[src/rtl/rtts_pkg.sv]
// Shared constants and types for the round-trip-time statistics block.
// Used by rtts_roundtrip, rtts_divmul, rtt_running_statistics and the testbench; depends on nothing.
package rtts_pkg;

  localparam int SEC_BITS     = 32;
  localparam int USEC_BITS    = 20;
  localparam int IN_W         = 2 * (SEC_BITS + USEC_BITS);
  localparam int COUNT_BITS   = 32;
  localparam int DEV_BITS     = 64;
  localparam int FRAC_BITS    = 8;
  localparam int MS_PER_SEC   = 1000;
  localparam int USEC_PER_SEC = MS_PER_SEC * 1000;

  typedef enum logic {
    DM_DIV = 1'b0,
    DM_MUL = 1'b1
  } dm_op_t;

  typedef struct packed {
    logic   start;
    dm_op_t op;
  } dm_ctrl_t;

  typedef struct packed {
    logic busy;
    logic done;
  } dm_stat_t;

endpackage

[src/rtl/rtts_roundtrip.sv]
// Three-stage round trip time calculation with clamping to TIME_BITS.
// Depends on rtts_pkg.
module rtts_roundtrip
  import rtts_pkg::*;
#(
  parameter int TIME_BITS = 26
) (
  input  logic                 clk,
  input  logic                 rst,
  input  logic                 start,
  input  logic [SEC_BITS-1:0]  sent_sec,
  input  logic [USEC_BITS-1:0] sent_usec,
  input  logic [SEC_BITS-1:0]  now_sec,
  input  logic [USEC_BITS-1:0] now_usec,
  output logic                 done,
  output logic [TIME_BITS-1:0] rtt
);

  localparam int DS_W   = SEC_BITS + 1;
  localparam int DU_W   = USEC_BITS + 1;
  localparam int PROD_W = DS_W + DU_W;
  localparam int T_W    = PROD_W + 1;
  localparam logic signed [DU_W-1:0] USEC_S = DU_W'(USEC_PER_SEC);

  logic                     v1, v2;
  logic signed [DS_W-1:0]   ds;
  logic signed [DU_W-1:0]   du, du2;
  logic signed [PROD_W-1:0] prod;
  logic signed [T_W-1:0]    t_sum;
  logic [TIME_BITS-1:0]     rtt_next;

  always_comb begin
    t_sum = T_W'(prod) + T_W'(du2);
    if (t_sum[T_W-1]) begin
      rtt_next = '0;
    end else if (|t_sum[T_W-2:TIME_BITS]) begin
      rtt_next = '1;
    end else begin
      rtt_next = t_sum[TIME_BITS-1:0];
    end
  end

  always_ff @(posedge clk) begin
    if (rst) begin
      v1   <= 1'b0;
      v2   <= 1'b0;
      done <= 1'b0;
    end else begin
      v1   <= start;
      v2   <= v1;
      done <= v2;
    end
  end

  always_ff @(posedge clk) begin
    if (start) begin
      ds <= $signed({1'b0, now_sec}) - $signed({1'b0, sent_sec});
      du <= $signed({1'b0, now_usec}) - $signed({1'b0, sent_usec});
    end
    if (v1) begin
      prod <= PROD_W'(ds) * PROD_W'(USEC_S);
      du2  <= du;
    end
    if (v2) begin
      rtt <= rtt_next;
    end
  end

endmodule

[src/rtl/rtts_divmul.sv]
// Bit-serial unit around one shared adder: restoring division or shift-add
// multiplication, one bit per cycle. Depends on rtts_pkg.
module rtts_divmul
  import rtts_pkg::*;
#(
  parameter int OPW  = 34,
  parameter int ADDW = 35
) (
  input  logic            clk,
  input  logic            rst,
  input  dm_ctrl_t        ctrl,
  input  logic [OPW-1:0]  opa,
  input  logic [ADDW-1:0] opb,
  output dm_stat_t        stat,
  output logic [OPW-1:0]  res_hi,
  output logic [OPW-1:0]  res_lo
);

  localparam int CW = $clog2(OPW + 1);

  logic [ADDW-1:0] hi, opnd, shifted, add_a, add_b;
  logic [OPW-1:0]  lo;
  logic [ADDW:0]   add_sum;
  logic            cin;
  dm_op_t          op_q;
  logic            busy, done;
  logic [CW-1:0]   cnt;

  always_comb begin
    shifted = {hi[ADDW-2:0], lo[OPW-1]};
    if (op_q == DM_DIV) begin
      add_a = shifted;
      add_b = ~opnd;
      cin   = 1'b1;
    end else begin
      add_a = hi;
      add_b = lo[0] ? opnd : '0;
      cin   = 1'b0;
    end
    add_sum = {1'b0, add_a} + {1'b0, add_b} + (ADDW + 1)'(cin);
  end

  always_ff @(posedge clk) begin
    if (rst) begin
      busy <= 1'b0;
      done <= 1'b0;
      cnt  <= '0;
      op_q <= DM_DIV;
    end else begin
      done <= 1'b0;
      if (ctrl.start) begin
        busy <= 1'b1;
        cnt  <= CW'(OPW - 1);
        op_q <= ctrl.op;
      end else if (busy) begin
        if (cnt == '0) begin
          busy <= 1'b0;
          done <= 1'b1;
        end else begin
          cnt <= cnt - 1'b1;
        end
      end
    end
  end

  always_ff @(posedge clk) begin
    if (ctrl.start) begin
      hi   <= '0;
      lo   <= opa;
      opnd <= opb;
    end else if (busy) begin
      if (op_q == DM_DIV) begin
        hi <= add_sum[ADDW] ? add_sum[ADDW-1:0] : shifted;
        lo <= {lo[OPW-2:0], add_sum[ADDW]};
      end else begin
        hi <= add_sum[ADDW:1];
        lo <= {add_sum[0], lo[OPW-1:1]};
      end
    end
  end

  assign stat.busy = busy;
  assign stat.done = done;
  assign res_hi    = hi[OPW-1:0];
  assign res_lo    = lo;

endmodule

[src/rtl/rtt_running_statistics.sv]
// Top level of the round-trip-time statistics block: sequencer, statistics
// registers and output register. Depends on rtts_pkg, rtts_roundtrip, rtts_divmul.
//
// Each input transfer carries a send and a receive timestamp; the block forms
// the clamped round trip time in microseconds and updates the sample count,
// minimum, maximum, saturating sum, running mean and Welford's saturating sum
// of squared deviations (mean and deviation sum in fixed point with 8
// fractional bits), then returns all of them in one output transfer. A
// new input is taken only after the current one has passed the three-stage
// round trip pipeline and the bit-serial divide and multiply unit, which
// forms the mean quotient and then the deviation product, and has been
// placed in the output register. s_tready is low while an item is in work;
// a finished result waits in the output register while the next input is
// accepted.
module rtt_running_statistics
  import rtts_pkg::*;
#(
  parameter int TIME_BITS = 26
) (
  input  logic                                      clk,
  input  logic                                      rst,
  input  logic                                      s_tvalid,
  output logic                                      s_tready,
  // sent_sec, sent_usec, now_sec, now_usec
  input  logic [IN_W-1:0]                           s_tdata,
  output logic                                      m_tvalid,
  input  logic                                      m_tready,
  // rtt_us, sample_count, min_rtt, max_rtt, rtt_sum, mean_rtt, sq_dev_sum
  output logic [((5*TIME_BITS+136+7)/8)*8-1:0]      m_tdata
);

  localparam int OUT_W     = ((5 * TIME_BITS + 136 + 7) / 8) * 8;
  localparam int SUM_BITS  = TIME_BITS + COUNT_BITS;
  localparam int MEAN_BITS = TIME_BITS + FRAC_BITS;
  localparam int ADD_W     = (MEAN_BITS > COUNT_BITS) ? MEAN_BITS + 1 : COUNT_BITS + 1;
  localparam int PROD_W    = 2 * MEAN_BITS;
  localparam int INC_W     = PROD_W - FRAC_BITS;

  typedef enum logic [9:0] {
    ST_IDLE  = 10'b00_0000_0001,
    ST_RTT   = 10'b00_0000_0010,
    ST_STATS = 10'b00_0000_0100,
    ST_DIV   = 10'b00_0000_1000,
    ST_MEAN  = 10'b00_0001_0000,
    ST_MULGO = 10'b00_0010_0000,
    ST_MUL   = 10'b00_0100_0000,
    ST_DEV   = 10'b00_1000_0000,
    ST_EMIT  = 10'b01_0000_0000,
    ST_SPARE = 10'b10_0000_0000
  } state_t;

  state_t state, state_next;

  logic [COUNT_BITS-1:0] count_reg, count_next;
  logic [TIME_BITS-1:0]  min_reg, max_reg;
  logic [SUM_BITS-1:0]   sum_reg;
  logic [SUM_BITS:0]     sum_add;
  logic [MEAN_BITS-1:0]  mean_reg, x_reg, dmag_reg;
  logic [MEAN_BITS-1:0]  x_calc, dmag_calc, rmag_calc, mean_next;
  logic                  neg_reg, neg_calc;
  logic [DEV_BITS-1:0]   dev_reg, inc;
  logic [DEV_BITS:0]     dev_add;
  logic [PROD_W-1:0]     prod;
  logic [INC_W+DEV_BITS-1:0] inc_ext;

  logic                 accept, rt_done, out_free;
  logic [TIME_BITS-1:0] rtt;

  dm_ctrl_t             dm_ctrl;
  dm_stat_t             dm_stat;
  logic [MEAN_BITS-1:0] dm_opa, dm_hi, dm_lo;
  logic [ADD_W-1:0]     dm_opb;

  assign s_tready = (state == ST_IDLE);
  assign accept   = s_tvalid & s_tready;
  assign out_free = ~m_tvalid | m_tready;

  rtts_roundtrip #(
    .TIME_BITS(TIME_BITS)
  ) u_roundtrip (
    .clk      (clk),
    .rst      (rst),
    .start    (accept),
    .sent_sec (s_tdata[SEC_BITS-1:0]),
    .sent_usec(s_tdata[SEC_BITS+USEC_BITS-1:SEC_BITS]),
    .now_sec  (s_tdata[2*SEC_BITS+USEC_BITS-1:SEC_BITS+USEC_BITS]),
    .now_usec (s_tdata[IN_W-1:2*SEC_BITS+USEC_BITS]),
    .done     (rt_done),
    .rtt      (rtt)
  );

  rtts_divmul #(
    .OPW (MEAN_BITS),
    .ADDW(ADD_W)
  ) u_divmul (
    .clk   (clk),
    .rst   (rst),
    .ctrl  (dm_ctrl),
    .opa   (dm_opa),
    .opb   (dm_opb),
    .stat  (dm_stat),
    .res_hi(dm_hi),
    .res_lo(dm_lo)
  );

  always_comb begin
    count_next = (count_reg == '1) ? count_reg : count_reg + 1'b1;
    sum_add    = {1'b0, sum_reg} + (SUM_BITS + 1)'(rtt);
    x_calc     = {rtt, FRAC_BITS'(0)};
    neg_calc   = x_calc < mean_reg;
    dmag_calc  = neg_calc ? mean_reg - x_calc : x_calc - mean_reg;
    mean_next  = neg_reg ? mean_reg - dm_lo : mean_reg + dm_lo;
    rmag_calc  = neg_reg ? mean_reg - x_reg : x_reg - mean_reg;
    prod       = {dm_hi, dm_lo};
    inc_ext    = {DEV_BITS'(0), prod[PROD_W-1:FRAC_BITS]};
    inc        = (|inc_ext[INC_W+DEV_BITS-1:DEV_BITS]) ? '1 : inc_ext[DEV_BITS-1:0];
    dev_add    = {1'b0, dev_reg} + {1'b0, inc};
  end

  always_comb begin
    dm_ctrl.start = ((state == ST_STATS) || (state == ST_MULGO)) && !dm_stat.busy;
    dm_ctrl.op    = (state == ST_MULGO) ? DM_MUL : DM_DIV;
    dm_opa        = (state == ST_MULGO) ? rmag_calc : dmag_calc;
    dm_opb        = (state == ST_MULGO) ? ADD_W'(dmag_reg) : ADD_W'(count_next);
  end

  always_comb begin
    state_next = state;
    unique case (state)
      ST_IDLE:  if (accept) state_next = ST_RTT;
      ST_RTT:   if (rt_done) state_next = ST_STATS;
      ST_STATS: state_next = ST_DIV;
      ST_DIV:   if (dm_stat.done) state_next = ST_MEAN;
      ST_MEAN:  state_next = ST_MULGO;
      ST_MULGO: state_next = ST_MUL;
      ST_MUL:   if (dm_stat.done) state_next = ST_DEV;
      ST_DEV:   state_next = ST_EMIT;
      ST_EMIT:  if (out_free) state_next = ST_IDLE;
      default:  state_next = ST_IDLE;
    endcase
  end

  always_ff @(posedge clk) begin
    if (rst) begin
      state     <= ST_IDLE;
      count_reg <= '0;
      min_reg   <= '1;
      max_reg   <= '0;
      sum_reg   <= '0;
      mean_reg  <= '0;
      dev_reg   <= '0;
      x_reg     <= '0;
      dmag_reg  <= '0;
      neg_reg   <= 1'b0;
    end else begin
      state <= state_next;
      if (state == ST_STATS) begin
        count_reg <= count_next;
        if (rtt > max_reg) max_reg <= rtt;
        if (rtt < min_reg) min_reg <= rtt;
        sum_reg  <= sum_add[SUM_BITS] ? '1 : sum_add[SUM_BITS-1:0];
        x_reg    <= x_calc;
        dmag_reg <= dmag_calc;
        neg_reg  <= neg_calc;
      end
      if (state == ST_MEAN) begin
        mean_reg <= mean_next;
      end
      if (state == ST_DEV) begin
        dev_reg <= dev_add[DEV_BITS] ? '1 : dev_add[DEV_BITS-1:0];
      end
    end
  end

  always_ff @(posedge clk) begin
    if (rst) begin
      m_tvalid <= 1'b0;
    end else if ((state == ST_EMIT) && out_free) begin
      m_tvalid <= 1'b1;
    end else if (m_tready) begin
      m_tvalid <= 1'b0;
    end
  end

  always_ff @(posedge clk) begin
    if ((state == ST_EMIT) && out_free) begin
      m_tdata <= OUT_W'({dev_reg, mean_reg, sum_reg, max_reg, min_reg, count_reg,
                         rtt});
    end
  end

endmodule

[config.mk]
export PLATFORM = sky130hd
export DESIGN_NAME = rtt_running_statistics
export DESIGN_NICKNAME = d
export VERILOG_FILES = /design/src/rtl/rtts_pkg.sv /design/src/rtl/rtts_roundtrip.sv /design/src/rtl/rtts_divmul.sv /design/src/rtl/rtt_running_statistics.sv
export SDC_FILE = /design/constraint.sdc
export NUM_CORES = 2
export LEC_CHECK = 0
export BUFFER_PORTS_ARGS = -buffer_cell sky130_fd_sc_hd__buf_2
export CELL_PAD_IN_SITES_DETAIL_PLACEMENT = 0
export CELL_PAD_IN_SITES_GLOBAL_PLACEMENT = 2
export CORE_MARGIN = 2
export CORE_UTILIZATION = 41
export CTS_BUF_LIST = sky130_fd_sc_hd__clkbuf_4
export DETAILED_ROUTE_END_ITERATION = 8
export PLACE_DENSITY_LB_ADDON = 0.12
export SLEW_MARGIN = 15
export SYNTH_ARGS = -nofsm -noshare
export SYNTH_HDL_FRONTEND = slang
export SYNTH_SLANG_ARGS = --single-unit
[constraint.sdc]
create_clock -name clk -period 18.3 [get_ports clk]
set_input_delay 2.745 -clock clk [delete_from_list [all_inputs] [get_ports clk]]
set_output_delay 2.745 -clock clk [all_outputs]
set_load 0.005 [all_outputs]
==> results.yml <==
power:
  power.density_nw_per_um2: 146.9
  clkPwrFrac: 0.181
  leakage_nw: 27.94
  power_frac_comb: 0.566
  vdd_drop_max_mv: 0.2223
  p_sw_frac: 0.4144
  p_sw_w: 0.003988
  intPower_w: 0.005635
  sequentialPowerShare: 0.253
worst_setup_path:
  worst_ep_arrival_time_ps: 7820
  crit_chain: "ha_1 -> ha_1 -> inv_1 -> fa_1 -> inv_1 -> fa_1 -> fa_1 -> ha_1 -> ha_1 -> nor3_1 -> a2111oi_0 -> o31ai_1 -> a21oi_1 -> a211oi_1 -> nor2_1 -> a211oi_1 -> o21ai_0 -> a221o_1 -> a21oi_1 -> xnor2_1"
  crit_buf_inv: 2
  cp.depth: 20
  timing.rr.start: "u_roundtrip.ds[3]$_DFFE_PP_"
  r2r_cells: 20
  r2r_end: "u_roundtrip.prod[49]$_DFFE_PP_"
  path_class: "reg2reg"
  cpMostUsedCell: "ha_1"
  slowest_stage: "edfxtp_1"
  reg2reg_slack_ps: 11450
  critPathTopFamily: "adder cells"
  cp.required_ps: 19270
  endpoint_kind: "flip-flop"
  slowest_delay_ps: 550
  cp-start-kind: "flip-flop"
  crit_path_max_fanout: 7
detailed_routing:
  ant_nets: 0
  via_count: 46480
  dr.pass1.iters: 6
  drtIter0Drc: 2630
  viasPerCell: 5.344
  drc: 0
  postRouteWirelength_mm: 176.9
  avgRoutedWirePerCell_um: 20.34
clock_network:
  htree_num_levels: 4
  clk_pin_slew_ps: 70
  cts_root_buffer: "clkbuf_4"
  cts_hold_buffers: 0
  cts.sinks: 841
  cts_resized: 0
  clk_path_buf_depth: 3
  cts_setup_buffers: 0
  clk_latency_ps: 1280
  cts_tree: "done"
  cts_buffers: 228
placement:
  place_area_sq_um: 62440
  gp_congestion: 0.9011
  dpl.hpwl_mm: 136.0
  io_buffers: 375
yosys:
  synthTopCellsByArea: "edfxtp_1 (25%), ha_1 (14%), dfxtp_1 (12%), fa_1 (5.1%), a21oi_1 (4.7%)"
  async_flop_share: 0
  synth-seq-cells: 841
  synth_edf_count: 483
  ys.warnings.count: 0
  synth.most_common_cell: "ha_1"
  syn_inst: 6165
  synth_flop_cell: "edfxtp_1"
  ys_top_cells_by_count: "ha_1 (646), a21oi_1 (547), nor2_1 (485)"
  yosysTopAreaCell: "edfxtp_1"
  yosysSeqAreaShare: 0.3698
  synth_area_sq_um: 58600
  syn_avg_cell_area_sq_um: 9.505
  ys_types: 96
  yosysTopAreaCellShare: 0.2475
run:
  maxCapViolCount: 0
final_layout:
  stdcell_area_sq_um: 65510
  syn_to_final_growth_pct: 11.80
  num-nets-final: 7491
  largest_reg_flops: 266
  drive_above_1_share: 0.1331
  fin_util: 0.4621
grt:
  grt_pass1_vias: 46340
  grt_first_pass_wirelength_mm: 268.7
  grt_usage: 0.2382
  grt_max_degree: 86
  grt_overflow: 0
  antenna_found_initial: 6
timing:
  hold_viol: 0
  period_share: 0.3744
  skew_ps: 106.1
  rsz0062_at_grt: "false"
  fin_tns_setup_ps: 0
  fmax_mhz: 146.0
  fin_crit_ps: 6851
  slew_headroom: 0.2609
  setup_viol: 0
  slew_viol_final: 0
  worst_slew_pin_slew_ps: 1109
floorplanning:
  die_y_um: 382.1
  die_area_sq_um: 146000
  rows: 138
  num_io_pins: 382
  core_area_sq_um: 141800
  chipWidth_um: 382.1
  start_util: 0.4134
worst_hold_path:
  hp-start: "u_roundtrip.du[17]$_DFFE_PP_"
  worstHoldEndpoint: "u_roundtrip.du2[17]$_DFFE_PP_"
  holdPathStages: 0
  hold_class: "reg2reg"
outcome:
  status: "complete, no violations"
[cell usage in the layout, fill, tap and decap left out, types with 67 or more instances in the layout]
master    count
mux2i_1      79
a21o_1      219
o21ai_0     332
xnor2_1     252
nor2_1      484
clkinv_1     78
inv_1       469
fa_1        148
buf_2       374
dfxtp_1     355
ha_1        646
nor3_1       89
nand2_1     476
clkbuf_4    333
nand4_1      72
nor2b_1      67
edfxtp_1    483
a21oi_1     546
nand3_1      90
a211oi_1    129
xor2_1      200
[how the worst max path moves through the flow]
stage	start	endpoint	slack (ps)
finish	u_roundtrip.ds[3]$_DFFE_PP_	u_roundtrip.prod[49]$_DFFE_PP_	11450
global route	u_roundtrip.ds[3]$_DFFE_PP_	u_roundtrip.prod[49]$_DFFE_PP_	10920
global placement	u_roundtrip.ds[3]$_DFFE_PP_	u_roundtrip.prod[49]$_DFFE_PP_	11380
CTS	u_roundtrip.ds[3]$_DFFE_PP_	u_roundtrip.prod[49]$_DFFE_PP_	11350
detailed placement	u_roundtrip.ds[3]$_DFFE_PP_	u_roundtrip.prod[49]$_DFFE_PP_	11350
floorplan	m_tready	m_tdata[0]$_DFFE_PP_	2840
[metal layers]
layer	GRT usage	share of wire
met5	0	0.00020
met4	0.08887	0.035
met3	0.04344	0.047
met2	0.4039	0.48
met1	0.3012	0.44
[layout make-up]
type / instances / area [sq um]
Clock buffer: 333 / 2500
Inverter: 472 / 1772
Clock inverter: 102 / 538.0
Sequential cell: 841 / 21680
Tap cell: 1890 / 2365
Multi-Input combinational cell: 4605 / 34250
Antenna cell: 13 / 32.53
Fill cell: 13900 / 76250
Timing Repair Buffer: 441 / 2382
[power by group through the flow]
stage | clock network, W | registers (W) | logic (W)
floorplan | 0 | 0.00246 | 0.00433
global placement | 0 | 0.00248 | 0.00546
CTS | 0.00181 | 0.00244 | 0.00554
global route | 0.00191 | 0.00244 | 0.00630
finish | 0.00174 | 0.00244 | 0.00545
detailed placement | 0 | 0.00248 | 0.00547
[logic make-up after synthesis]
group,share of synthesized area
AND/OR/NAND/NOR,0.1213
AO/OA/AOI/OAI,0.1854
XOR/XNOR,0.06756
buffers and inverters,0.04736
flip-flops,0.3698
other,0.00006399
multiplexers,0.02003
adder cells (fa/ha/maj),0.1885
[per-stage QoR]
step           setup slack, ps  power [W]  std cells  hold WS (ps)
3_3_place_gp             11380   0.007939       8249         403.7
6_report                 11450   0.009622       8697         409.0
4_1_cts                  11350   0.009789       8684         398.6
2_1_floorplan             2838   0.006785       6170         400.3
5_1_grt                  10920    0.01065       8694         422.6
3_5_place_dp             11350   0.007947       8249         404.5
(Power assumes the default switching activity.)
